--- config.mk ---
export PLATFORM = sky130hd
export DESIGN_NAME = held_key_repeat_scheduler_flat
export DESIGN_NICKNAME = d
export VERILOG_FILES = /design/src/hkrs_pkg.sv /design/src/hkrs_if.sv /design/src/held_key_repeat_scheduler.sv /design/src/flat_wrapper.sv
export VERILOG_INCLUDE_DIRS = /design/src /design/src/src
export SDC_FILE = /design/constraint.sdc
export NUM_CORES = 1
export LEC_CHECK = 0
export ABC_AREA = 1
export BUFFER_PORTS_ARGS = -buffer_cell sky130_fd_sc_hd__buf_4
export CORE_AREA = 2 2 403 285
export CTS_CLUSTER_SIZE = 28
export DETAILED_ROUTE_END_ITERATION = 8
export DIE_AREA = 0 0 405 287
export PLACE_DENSITY_LB_ADDON = 0.05
export SLEW_MARGIN = 10
export SYNTH_ARGS = -nofsm -noshare
export SYNTH_HDL_FRONTEND = slang
export SYNTH_SLANG_ARGS = --single-unit
--- constraint.sdc ---
create_clock -name clk -period 7.35 [get_ports clk]
set_input_delay 1.8375 -clock clk [delete_from_list [all_inputs] [get_ports clk]]
set_output_delay 1.8375 -clock clk [all_outputs]
set_load 0.005 [all_outputs]
--- src/held_key_repeat_scheduler_assert.svh ---
// assertion macros shared by the held-key repeat scheduler rtl
`ifndef HELD_KEY_REPEAT_SCHEDULER_ASSERT_SVH
`define HELD_KEY_REPEAT_SCHEDULER_ASSERT_SVH

// same-cycle implication, sampled on clk, off during rst
`define HKRS_ASSERT_IMPL(name, ante, cons, msg) \
  name: assert property (@(posedge clk) disable iff (rst) (ante) |-> (cons)) \
    else $error(msg);

// next-cycle implication, sampled on clk, off during rst
`define HKRS_ASSERT_NEXT(name, ante, cons, msg) \
  name: assert property (@(posedge clk) disable iff (rst) (ante) |=> (cons)) \
    else $error(msg);

`endif

--- src/hkrs_pkg.sv ---
// shared constants and types for the held-key repeat scheduler
package hkrs_pkg;

  // table and time sizing
  localparam int MAX_HELD  = 16;
  localparam int SLOT_BITS = $clog2(MAX_HELD);
  localparam int TIME_BITS = 32;

  // field widths
  localparam int CMD_BITS   = 2;
  localparam int COORD_BITS = 4;
  localparam int KIND_BITS  = 2;
  localparam int IVL_BITS   = 16;

  // command codes
  localparam logic [CMD_BITS-1:0] CMD_PRESS   = 2'd0;
  localparam logic [CMD_BITS-1:0] CMD_RELEASE = 2'd1;
  localparam logic [CMD_BITS-1:0] CMD_TICK    = 2'd2;

  // event codes
  localparam logic [KIND_BITS-1:0] EV_RELEASE = 2'd0;
  localparam logic [KIND_BITS-1:0] EV_REPEAT  = 2'd1;
  localparam logic [KIND_BITS-1:0] EV_DROPPED = 2'd2;

  // register map
  localparam int ADDR_BITS = 3;
  localparam logic [ADDR_BITS-1:0] ADDR_REPEAT_INTERVAL = 3'd0;
  localparam logic [IVL_BITS-1:0]  INTERVAL_RESET       = 16'd10;

  // one result request
  typedef struct packed {
    logic [KIND_BITS-1:0]  kind;
    logic [COORD_BITS-1:0] x;
    logic [COORD_BITS-1:0] y;
    logic                  last;
  } evt_t;

endpackage

--- src/hkrs_if.sv ---
// request channel interfaces for commands and reported events
interface hkrs_cmd_if import hkrs_pkg::*; ();
  logic                  valid;
  logic                  ready;
  logic [CMD_BITS-1:0]   command;
  logic [COORD_BITS-1:0] key_x;
  logic [COORD_BITS-1:0] key_y;

  modport source (output valid, command, key_x, key_y, input ready);
  modport sink (input valid, command, key_x, key_y, output ready);
endinterface

interface hkrs_evt_if import hkrs_pkg::*; ();
  logic                  valid;
  logic                  ready;
  logic [KIND_BITS-1:0]  event_kind;
  logic [COORD_BITS-1:0] out_x;
  logic [COORD_BITS-1:0] out_y;
  logic                  last_of_run;

  modport source (output valid, event_kind, out_x, out_y, last_of_run, input ready);
  modport sink (input valid, event_kind, out_x, out_y, last_of_run, output ready);
endinterface

--- src/held_key_repeat_scheduler.sv ---
// held-key table with auto-repeat scan, one slot per cycle unless a tick scan stalls
//
//   channel | dir | fields                                    | handshake
//   cmd     | in  | command, key_x, key_y                     | valid/ready
//   evt     | out | event_kind, out_x, out_y, last_of_run     | valid/ready
//   apb     | cfg | paddr[2:0], pwdata -> repeat_interval      | psel/penable
//
// press, release and tick run accept, a scan over all 16 slots, then finish
// the slot scan walks the table through one shared compare and subtract unit
// unused command 3 is accepted and changes nothing
// a tick scan stalls on a due slot while an earlier due key waits and the output register is full
// rst is synchronous: table empty, time zero, repeat_interval back to 10
`include "held_key_repeat_scheduler_assert.svh"

module held_key_repeat_scheduler import hkrs_pkg::*; (
  input  logic                 clk,
  input  logic                 rst,
  hkrs_cmd_if.sink             cmd,
  hkrs_evt_if.source           evt,
  input  logic                 psel,
  input  logic                 penable,
  input  logic                 pwrite,
  input  logic [ADDR_BITS-1:0] paddr,
  input  logic [31:0]          pwdata,
  output logic [31:0]          prdata,
  output logic                 pready
);

  localparam logic [1:0] S_IDLE = 2'd0;
  localparam logic [1:0] S_SCAN = 2'd1;
  localparam logic [1:0] S_DONE = 2'd2;
  localparam logic [SLOT_BITS-1:0] LAST_SLOT = SLOT_BITS'(MAX_HELD - 1);

  // control state
  logic [1:0]            state;
  logic [SLOT_BITS-1:0]  scan_idx;
  logic [CMD_BITS-1:0]   cmd_r;
  logic [COORD_BITS-1:0] x_r;
  logic [COORD_BITS-1:0] y_r;
  logic                  found;
  logic                  have_free;
  logic [SLOT_BITS-1:0]  free_idx;
  logic                  pend_valid;
  logic [COORD_BITS-1:0] pend_x;
  logic [COORD_BITS-1:0] pend_y;
  logic [TIME_BITS-1:0]  now_ticks;
  logic [IVL_BITS-1:0]   repeat_interval;

  // slot table
  logic [MAX_HELD-1:0]   slot_valid;
  logic [COORD_BITS-1:0] slot_col   [MAX_HELD];
  logic [COORD_BITS-1:0] slot_row   [MAX_HELD];
  logic [TIME_BITS-1:0]  slot_stamp [MAX_HELD];

  // output register
  logic out_valid;
  evt_t out_data;

  logic                  accept;
  logic                  out_free;
  logic                  push;
  evt_t                  push_data;
  logic                  cur_valid;
  logic                  cur_match;
  logic                  cur_due;
  logic [TIME_BITS-1:0]  elapsed;
  logic                  stall;
  logic                  stamp_we;
  logic [SLOT_BITS-1:0]  stamp_idx;
  logic                  key_we;
  logic                  cfg_write;

  assign accept   = cmd.valid && cmd.ready;
  assign cmd.ready = (state == S_IDLE);
  assign out_free = !out_valid || evt.ready;

  // shared compare unit on the slot under scan
  assign cur_valid = slot_valid[scan_idx];
  assign cur_match = cur_valid && (slot_col[scan_idx] == x_r) && (slot_row[scan_idx] == y_r);
  assign elapsed   = now_ticks - slot_stamp[scan_idx];
  assign cur_due   = cur_valid && (elapsed >= TIME_BITS'(repeat_interval));
  assign stall     = (state == S_SCAN) && (cmd_r == CMD_TICK) && cur_due && pend_valid &&
                     !out_free;

  // result push and table write selection
  always_comb begin
    push      = 1'b0;
    push_data = '{kind: EV_REPEAT, x: pend_x, y: pend_y, last: 1'b0};
    stamp_we  = 1'b0;
    stamp_idx = scan_idx;
    key_we    = 1'b0;
    unique case (state)
      S_SCAN: begin
        if (cmd_r == CMD_TICK && cur_due && !stall) begin
          stamp_we = 1'b1;
          push     = pend_valid;
        end
      end
      S_DONE: begin
        case (cmd_r)
          CMD_PRESS: begin
            if (!found && have_free) begin
              key_we    = 1'b1;
              stamp_we  = 1'b1;
              stamp_idx = free_idx;
            end else if (!found && out_free) begin
              push      = 1'b1;
              push_data = '{kind: EV_DROPPED, x: x_r, y: y_r, last: 1'b1};
            end
          end
          CMD_RELEASE: begin
            push      = out_free;
            push_data = '{kind: EV_RELEASE, x: x_r, y: y_r, last: 1'b1};
          end
          default: begin
            push           = pend_valid && out_free;
            push_data.last = 1'b1;
          end
        endcase
      end
      default: ;
    endcase
  end

  // sequencer
  always_ff @(posedge clk) begin
    if (rst) begin
      state      <= S_IDLE;
      scan_idx   <= '0;
      found      <= 1'b0;
      have_free  <= 1'b0;
      pend_valid <= 1'b0;
      now_ticks  <= '0;
      slot_valid <= '0;
    end else begin
      unique case (state)
        S_IDLE: begin
          if (accept) begin
            found     <= 1'b0;
            have_free <= 1'b0;
            scan_idx  <= '0;
            if (cmd.command == CMD_TICK) begin
              now_ticks <= now_ticks + 1'b1;
            end
            if (cmd.command == CMD_PRESS || cmd.command == CMD_RELEASE ||
                cmd.command == CMD_TICK) begin
              state <= S_SCAN;
            end
          end
        end
        S_SCAN: begin
          if (!stall) begin
            case (cmd_r)
              CMD_PRESS: begin
                if (cur_match) begin
                  found <= 1'b1;
                end
                if (!cur_valid && !have_free) begin
                  have_free <= 1'b1;
                  free_idx  <= scan_idx;
                end
              end
              CMD_RELEASE: begin
                if (cur_match) begin
                  slot_valid[scan_idx] <= 1'b0;
                end
              end
              default: begin
                if (cur_due) begin
                  pend_valid <= 1'b1;
                  pend_x     <= slot_col[scan_idx];
                  pend_y     <= slot_row[scan_idx];
                end
              end
            endcase
            if (scan_idx == LAST_SLOT) begin
              scan_idx <= '0;
              state    <= S_DONE;
            end else begin
              scan_idx <= scan_idx + 1'b1;
            end
          end
        end
        S_DONE: begin
          case (cmd_r)
            CMD_PRESS: begin
              if (found || have_free || out_free) begin
                state <= S_IDLE;
              end
              if (key_we) begin
                slot_valid[free_idx] <= 1'b1;
              end
            end
            CMD_RELEASE: begin
              if (out_free) begin
                state <= S_IDLE;
              end
            end
            default: begin
              if (!pend_valid || out_free) begin
                pend_valid <= 1'b0;
                state      <= S_IDLE;
              end
            end
          endcase
        end
        default: state <= S_IDLE;
      endcase
    end
  end

  // latched request fields
  always_ff @(posedge clk) begin
    if (accept) begin
      cmd_r <= cmd.command;
      x_r   <= cmd.key_x;
      y_r   <= cmd.key_y;
    end
  end

  // slot payload storage
  always_ff @(posedge clk) begin
    if (stamp_we) begin
      slot_stamp[stamp_idx] <= now_ticks;
    end
    if (key_we) begin
      slot_col[free_idx] <= x_r;
      slot_row[free_idx] <= y_r;
    end
  end

  // output register
  always_ff @(posedge clk) begin
    if (rst) begin
      out_valid <= 1'b0;
    end else if (push) begin
      out_valid <= 1'b1;
    end else if (evt.ready) begin
      out_valid <= 1'b0;
    end
  end

  always_ff @(posedge clk) begin
    if (push) begin
      out_data <= push_data;
    end
  end

  assign evt.valid       = out_valid;
  assign evt.event_kind  = out_data.kind;
  assign evt.out_x       = out_data.x;
  assign evt.out_y       = out_data.y;
  assign evt.last_of_run = out_data.last;

  // configuration port
  assign pready    = 1'b1;
  assign cfg_write = psel && penable && pwrite && pready;

  always_ff @(posedge clk) begin
    if (rst) begin
      repeat_interval <= INTERVAL_RESET;
    end else if (cfg_write && paddr[ADDR_BITS-1] == ADDR_REPEAT_INTERVAL[ADDR_BITS-1]) begin
      repeat_interval <= pwdata[IVL_BITS-1:0];
    end
  end

  always_comb begin
    prdata = '0;
    if (paddr[ADDR_BITS-1] == ADDR_REPEAT_INTERVAL[ADDR_BITS-1]) begin
      prdata = 32'(repeat_interval);
    end
  end

  // checks
  `HKRS_ASSERT_NEXT(a_tick_advances, accept && cmd.command == CMD_TICK,
                    now_ticks == $past(now_ticks) + 1'b1, "tick did not advance time")
  `HKRS_ASSERT_IMPL(a_idle_no_pend, state == S_IDLE, !pend_valid,
                    "pending repeat left behind at idle")
  `HKRS_ASSERT_IMPL(a_idle_idx_zero, state == S_IDLE, scan_idx == '0,
                    "scan index not rewound at idle")
  `HKRS_ASSERT_IMPL(a_push_room, push, out_free, "result pushed over a held result")

endmodule
--- src/flat_wrapper.sv ---
// flat-port wrapper written by rule: the top's interface ports become plain ports
module held_key_repeat_scheduler_flat import hkrs_pkg::*;
  (clk, rst, psel, penable, pwrite, paddr, pwdata, prdata, pready, cmd_valid, cmd_command, cmd_key_x, cmd_key_y, cmd_ready, evt_valid, evt_event_kind, evt_out_x, evt_out_y, evt_last_of_run, evt_ready);
  hkrs_cmd_if cmd_i ();
  hkrs_evt_if evt_i ();
  input  logic clk;
  input  logic rst;
  input  logic psel;
  input  logic penable;
  input  logic pwrite;
  input  logic [ADDR_BITS-1:0] paddr;
  input  logic [31:0] pwdata;
  output logic [31:0] prdata;
  output logic pready;
  input wire logic [$bits(cmd_i.valid)-1:0] cmd_valid;
  input wire logic [$bits(cmd_i.command)-1:0] cmd_command;
  input wire logic [$bits(cmd_i.key_x)-1:0] cmd_key_x;
  input wire logic [$bits(cmd_i.key_y)-1:0] cmd_key_y;
  output wire logic [$bits(cmd_i.ready)-1:0] cmd_ready;
  output wire logic [$bits(evt_i.valid)-1:0] evt_valid;
  output wire logic [$bits(evt_i.event_kind)-1:0] evt_event_kind;
  output wire logic [$bits(evt_i.out_x)-1:0] evt_out_x;
  output wire logic [$bits(evt_i.out_y)-1:0] evt_out_y;
  output wire logic [$bits(evt_i.last_of_run)-1:0] evt_last_of_run;
  input wire logic [$bits(evt_i.ready)-1:0] evt_ready;
  assign cmd_i.valid = cmd_valid;
  assign cmd_i.command = cmd_command;
  assign cmd_i.key_x = cmd_key_x;
  assign cmd_i.key_y = cmd_key_y;
  assign cmd_ready = cmd_i.ready;
  assign evt_valid = evt_i.valid;
  assign evt_event_kind = evt_i.event_kind;
  assign evt_out_x = evt_i.out_x;
  assign evt_out_y = evt_i.out_y;
  assign evt_last_of_run = evt_i.last_of_run;
  assign evt_i.ready = evt_ready;
  held_key_repeat_scheduler u_core (.clk(clk), .rst(rst), .cmd(cmd_i), .evt(evt_i), .psel(psel), .penable(penable), .pwrite(pwrite), .paddr(paddr), .pwdata(pwdata), .prdata(prdata), .pready(pready));
endmodule
# Yosys cells after proc, flatten, opt, wreduce, memory -nomap -nowiden
# Memory sizes are Yosys's and may differ from the RTL's. A register that Yosys moved wholly into a read port is not among the register bits.
# Index checks and enable logic that the tools add are counted.
# W data, S select, Z words.
[word_totals] memories=3 reg_bits=107 ramBits=640
[mem_list] memory="u_core.slot_stamp" words=16 width=32 read_ports=1 rd_clocked_by_memory_dff=1 write_ports=1 line_no="held_key_repeat_scheduler.sv:53" text="logic [TIME_BITS-1:0] slot_stamp [MAX_HELD];"
[mem_list] memory="u_core.slot_col" words=16 width=4 read_ports=1 rd_clocked_by_memory_dff=1 write_ports=1 line_no="held_key_repeat_scheduler.sv:51" text="logic [COORD_BITS-1:0] slot_col [MAX_HELD];"
[mem_list] memory="u_core.slot_row" words=16 width=4 read_ports=1 rd_clocked_by_memory_dff=1 write_ports=1 line_no="held_key_repeat_scheduler.sv:52" text="logic [COORD_BITS-1:0] slot_row [MAX_HELD];"
[op_classes] magnitude_cmp=5 n_eq_ne=26 mux=71 add_sub_neg=3 n_reduce_logical=48 bitwise_logic=7
[ops] op="$mux W16" n=6
[ops] op="$mux W4" n=12
[ops] op="$add A32 B1 Y32 const B" n=1
[ops] op="$ge A32 B16 Y1" n=1
[ops] op="$pmux W16 S2" n=1
[ops] op="$sub A32 B32 Y32" n=1
[ops] op="$mux W1" n=29
[ops] op="$mux W11" n=2
[ops] op="$pmux W10 S2" n=1
[ops] op="$reduce_and A5 Y1" n=4
[ops] op="$logic_and A1 B1 Y1" n=19
[ops] op="$ne A2 B2 Y1 const B" n=9
[ops] op="$and A16 B16 Y16" n=1
[ops] op="$not A16 Y16" n=1
[ops] op="$or A16 B16 Y16" n=1
[ops] op="$mux W2" n=7
[ops] op="$pmux W1 S2" n=6
[ops] op="$reduce_and A6 Y1" n=2
[ops] op="$lt A4 B5 Y1 const B" n=2
[ops] op="$ne A2 B1 Y1 const B" n=5
[ops] op="$mux W9" n=1
[ops] op="$demux W1 S4" n=2
[ops] op="$eq A4 B4 Y1" n=2
[ops] op="$ge A4 B1 Y1 const B" n=2
[ops] op="other kinds (18)" n=42

# Longest topological paths before layout
[depth] word_depth=12 ltp_mapped=39 ltp_nobuf=33

# Least setup slack after synthesis
# Ideal clock, no wire load.
[synth_timing] path_type="reg2reg" startpoint="register (tool-made name)" endpoint="memory u_core.slot_stamp[11][0] (enable)" arrival_ns=6.383 setup_ns=0.461 slack_ns=0.506 stages_incl_launch_ff=34 t_required_ns=6.889 cell_sequence="dfxtp_1 buf_6 buf_6 buf_2 buf_2 clkbuf_1 clkbuf_1 nor2_1 o221ai_1 nand3_1 nand2_1 inv_1 ha_1 nand2_1 inv_1 a21oi_1 nand3_1 nand2_1 nand3_1 xor2_1 ha_1 a21oi_1 nor3_1 a211oi_1 nand3_1 nor2_1 nand3_1 nor2_1 nand2_2 nand3_1 nand2_1 nand2_1 buf_4 nor3_1"
[synth_lines] item="end: declaration" line_no="held_key_repeat_scheduler.sv:53"

==> impl_results.md <==
- Status: completed
- Routed WL per cell: 22.50 um
- Worst vdd ir: 0.1693 mV
- Setup repair after global routing missed its margin: false
- Cell taking the most area after synthesis: edfxtp_1
- Crit path buf inv count: 4
- I/O Pins: 98
- Adder-cell share of the synthesized area: 0.02191
- CP Capture Type: flop
- Vias in the first global route: 22760
- Setup TNS Final: 0 ns
- Clock Sink Count: 751
- Compound-gate portion of the synthesized area: 0.1246
- Number of CTS-inserted buffers: 81
- CTS Hold Bufs: 0
- Top post-synthesis cells by count: edfxtp_1, nor2_1, nand2_1, o21ai_0, inv_1
- Die Y-Extent: 287 um
- Gr usage total: 0.1826
- Hold path start: u_core.found
- Post-Synthesis Mean Instance Area: 10.75 sq um
- Gp weighted congestion: 0.8505
- R2R setup slack: 1.06 ns
- Post-synth EDFFs: 673
- Seq/Total Area, Yosys: 0.6506
- First-pass GRT wire length: 155.8 mm
- Slew @ Worst Pin: 1.268 ns
- Fin cells: 4747
- Cells after synthesis: 3113
- Synth top area cells: edfxtp_1, o21ai_0, nor2_1
- Fin. max-slew vios: 0
- Max Root-Sink Buffers: 3
- Largest delay share family, worst path: simple AND/OR/NAND/NOR gates
- Core Util, Final: 0.3415
- TritonRoute pass-1 iters: 6
- Flops & latches, synth: 751
- Post-layout min period: 6.287 ns
- Inst Count DP: 4598
- H-tree Lvls: 3
- Root Driver: clkbuf_16
- Worst R2R End: u_core.slot_stamp[7][10]
- Area Overhead vs Synth: 14.56%
- Drt first-iter violations: 1970
- Crit path kind: reg -> reg
- Core Area: 112200 sq um
- Crit-path slowest cell: buf_4
- Slew headroom: 0.1503
- Hold endpoint: u_core.found
- Cts repair resizes: 0
- Worst-skew pair later-pin latency: 0.66 ns
- Main combinational cell family by area after synthesis: simple AND/OR/NAND/NOR gates
- CTS tree: done
- Hold depth: 2
- Post CTS Setup Buffer Count: 0
- Post-layout nets: 3269
- Fin. Hold Viols: 0
- Max Cap Viol: 0
- Final ANT Viol Nets: 0
- Power per cell area: 323.0 nW/um^2
- Data required time of the worst path: 7.61 ns
- Synthesized area: 33460 sq um
- Die X: 405 um
- Worst Skew: 0.02943 ns
- Total Routed Length: 106.8 mm
- Synth top area share: 0.6039
- CP arrival: 6.55 ns
- Synth cell types: 50
- Xor/xnor share of the synthesized area: 0.008114
- Vias: 23660
- CP max stage delay: 0.69 ns
- Rows: 103
- Fin crit share: 0.8554
- Finish-stage setup viols: 0
- Initial antenna violation count: 0
- Simple-Gate Fraction of Synth Area: 0.1376
- IO Port Bufs: 62
- LEAKAGE: 13.63 nW
- Fmax: 0.1591 GHz
- Multiplexer area fraction after synthesis: 0
- Vias per inst: 4.983
- Initial core utilization: 0.2981
- Startpoint Class: flop
- Final routed DRC violation total: 0
- FF-to-FF path depth: 31
- HPWL Detailed: 63.33 mm
- GR Overflow Total: 0
- Worst Hold Class: reg -> reg
- Async SR Flop Fraction: 0
- Total die area: 116200 sq um
- Clk slew on worst S/H paths: 0.06 ns
- Crit path max fanout: 43
- Most common cell in the netlist: edfxtp_1
- Most common cell on crit path: nand2_1
- Main flop type after synthesis: edfxtp_1
- Pin count of the biggest net entering global routing: 113
- Share of cells above drive strength 1: 0.08871
- Yosys warning count: 0
power breakdown:
group / switching (W) / total (W) / internal (W) / leakage [nW]
sequential: 0.000118 / 0.00484 / 0.00472 / 7.03
combinational: 0.00253 / 0.00355 / 0.00102 / 5.36
clock: 0.00170 / 0.00400 / 0.00230 / 1.24
stage by stage:
step / power [W] / cell area, sq um / hold WS, ns / worst slack (ns)
after floorplan: 0.007328 / 33520 / 0.4064 / 0.5062
after global placement: 0.008475 / 35780 / 0.4584 / 1.109
after detailed placement: 0.008497 / 35780 / 0.4661 / 1.024
after CTS: 0.01254 / 38330 / 0.4759 / 1.003
after global routing: 0.01313 / 38330 / 0.5141 / 0.4700
final: 0.01238 / 38340 / 0.4744 / 1.063
worst reg2reg max path: cells and delay by family, from the launching register on:
family,cells,cell delay (ns)
AOI/OAI and AO/OA,3,0.61
xor gates and xnor gates,1,0.19
and+or+nand+nor,20,2.27
adders and majority gates,3,0.76
DFF,1,0.36
buffers and inverters,4,1.64
layout by cell type (no fill, tap or decap), types with 6 or more instances in the layout:
master,n
a21oi_1,98
buf_12,12
buf_4,110
clkbuf_1,25
clkbuf_16,84
clkinv_1,17
clkinv_2,12
conb_1,17
dfxtp_1,74
edfxtp_1,673
ha_1,57
inv_1,266
inv_2,6
nand2_1,403
nand3_1,128
nand4_1,22
nor2_1,458
nor3_1,42
nor3_2,21
nor4_1,8
o211ai_1,50
o21ai_0,384
o21ai_1,12
o221ai_1,110
o22ai_1,32
o31ai_1,7
xor2_1,28
routing by layer:
layer / GRT usage / part of all wire / vias to the layer above
li1: - / - / 11130
met1: 0.2892 / 0.53 / 11870
met2: 0.2583 / 0.41 / 547
met3: 0.02955 / 0.049 / 112
met4: 0.03853 / 0.016 / 0
met5: 0 / 0 / -
logic make-up (layout without fill, tap and decap cells):
group	Yosys count	count (layout)
AND/OR/NAND/NOR	1112	1112
flip-flops	751	751
AO/OA/AOI/OAI	707	707
buffers and inverters	452	548
adder cells (fa/ha/maj)	58	58
XOR/XNOR	31	31
other	2	18
how the worst max path moves through the flow:
stage	startpoint	depth (start not counted)	slack, ns	to
after global routing	flop	32	0.47	u_core.slot_stamp[7][9]
after detailed placement	flop	31	1.02	u_core.slot_stamp[7][31]
after global placement	flop	31	1.11	u_core.slot_stamp[1][15]
after floorplan	flop	33	0.51	u_core.slot_stamp[11][0]
after CTS	flop	31	1.00	u_core.slot_stamp[7][12]
final	flop	31	1.06	u_core.slot_stamp[7][10]
final cells by class:
class	count	area (sq um)
inverter	278	1054
fill	11250	73910
sequential	751	21780
clock inverter	36	315.3
timing repair buffer	122	1066
antenna	1	2.502
clock buffer	112	2237
multi-input combinational	1925	9973
tap	1522	1904
state kept, by name, summed over array words and instances (netlist names), 4 cells and up, named ones only:
signal                  cells
u_core.repeat_interval     16
u_core.slot_row            64
u_core.evt.out_y            4
u_core.slot_stamp         512
u_core.free_idx             4
u_core.y_r                  4
u_core.evt.out_x            4
u_core.slot_valid          16
u_core.slot_col            64
u_core.pend_y               4
u_core.now_ticks           32
u_core.pend_x               4
u_core.scan_idx             4
u_core.x_r                  4
Note: power is estimated with default switching activity, not from simulation.
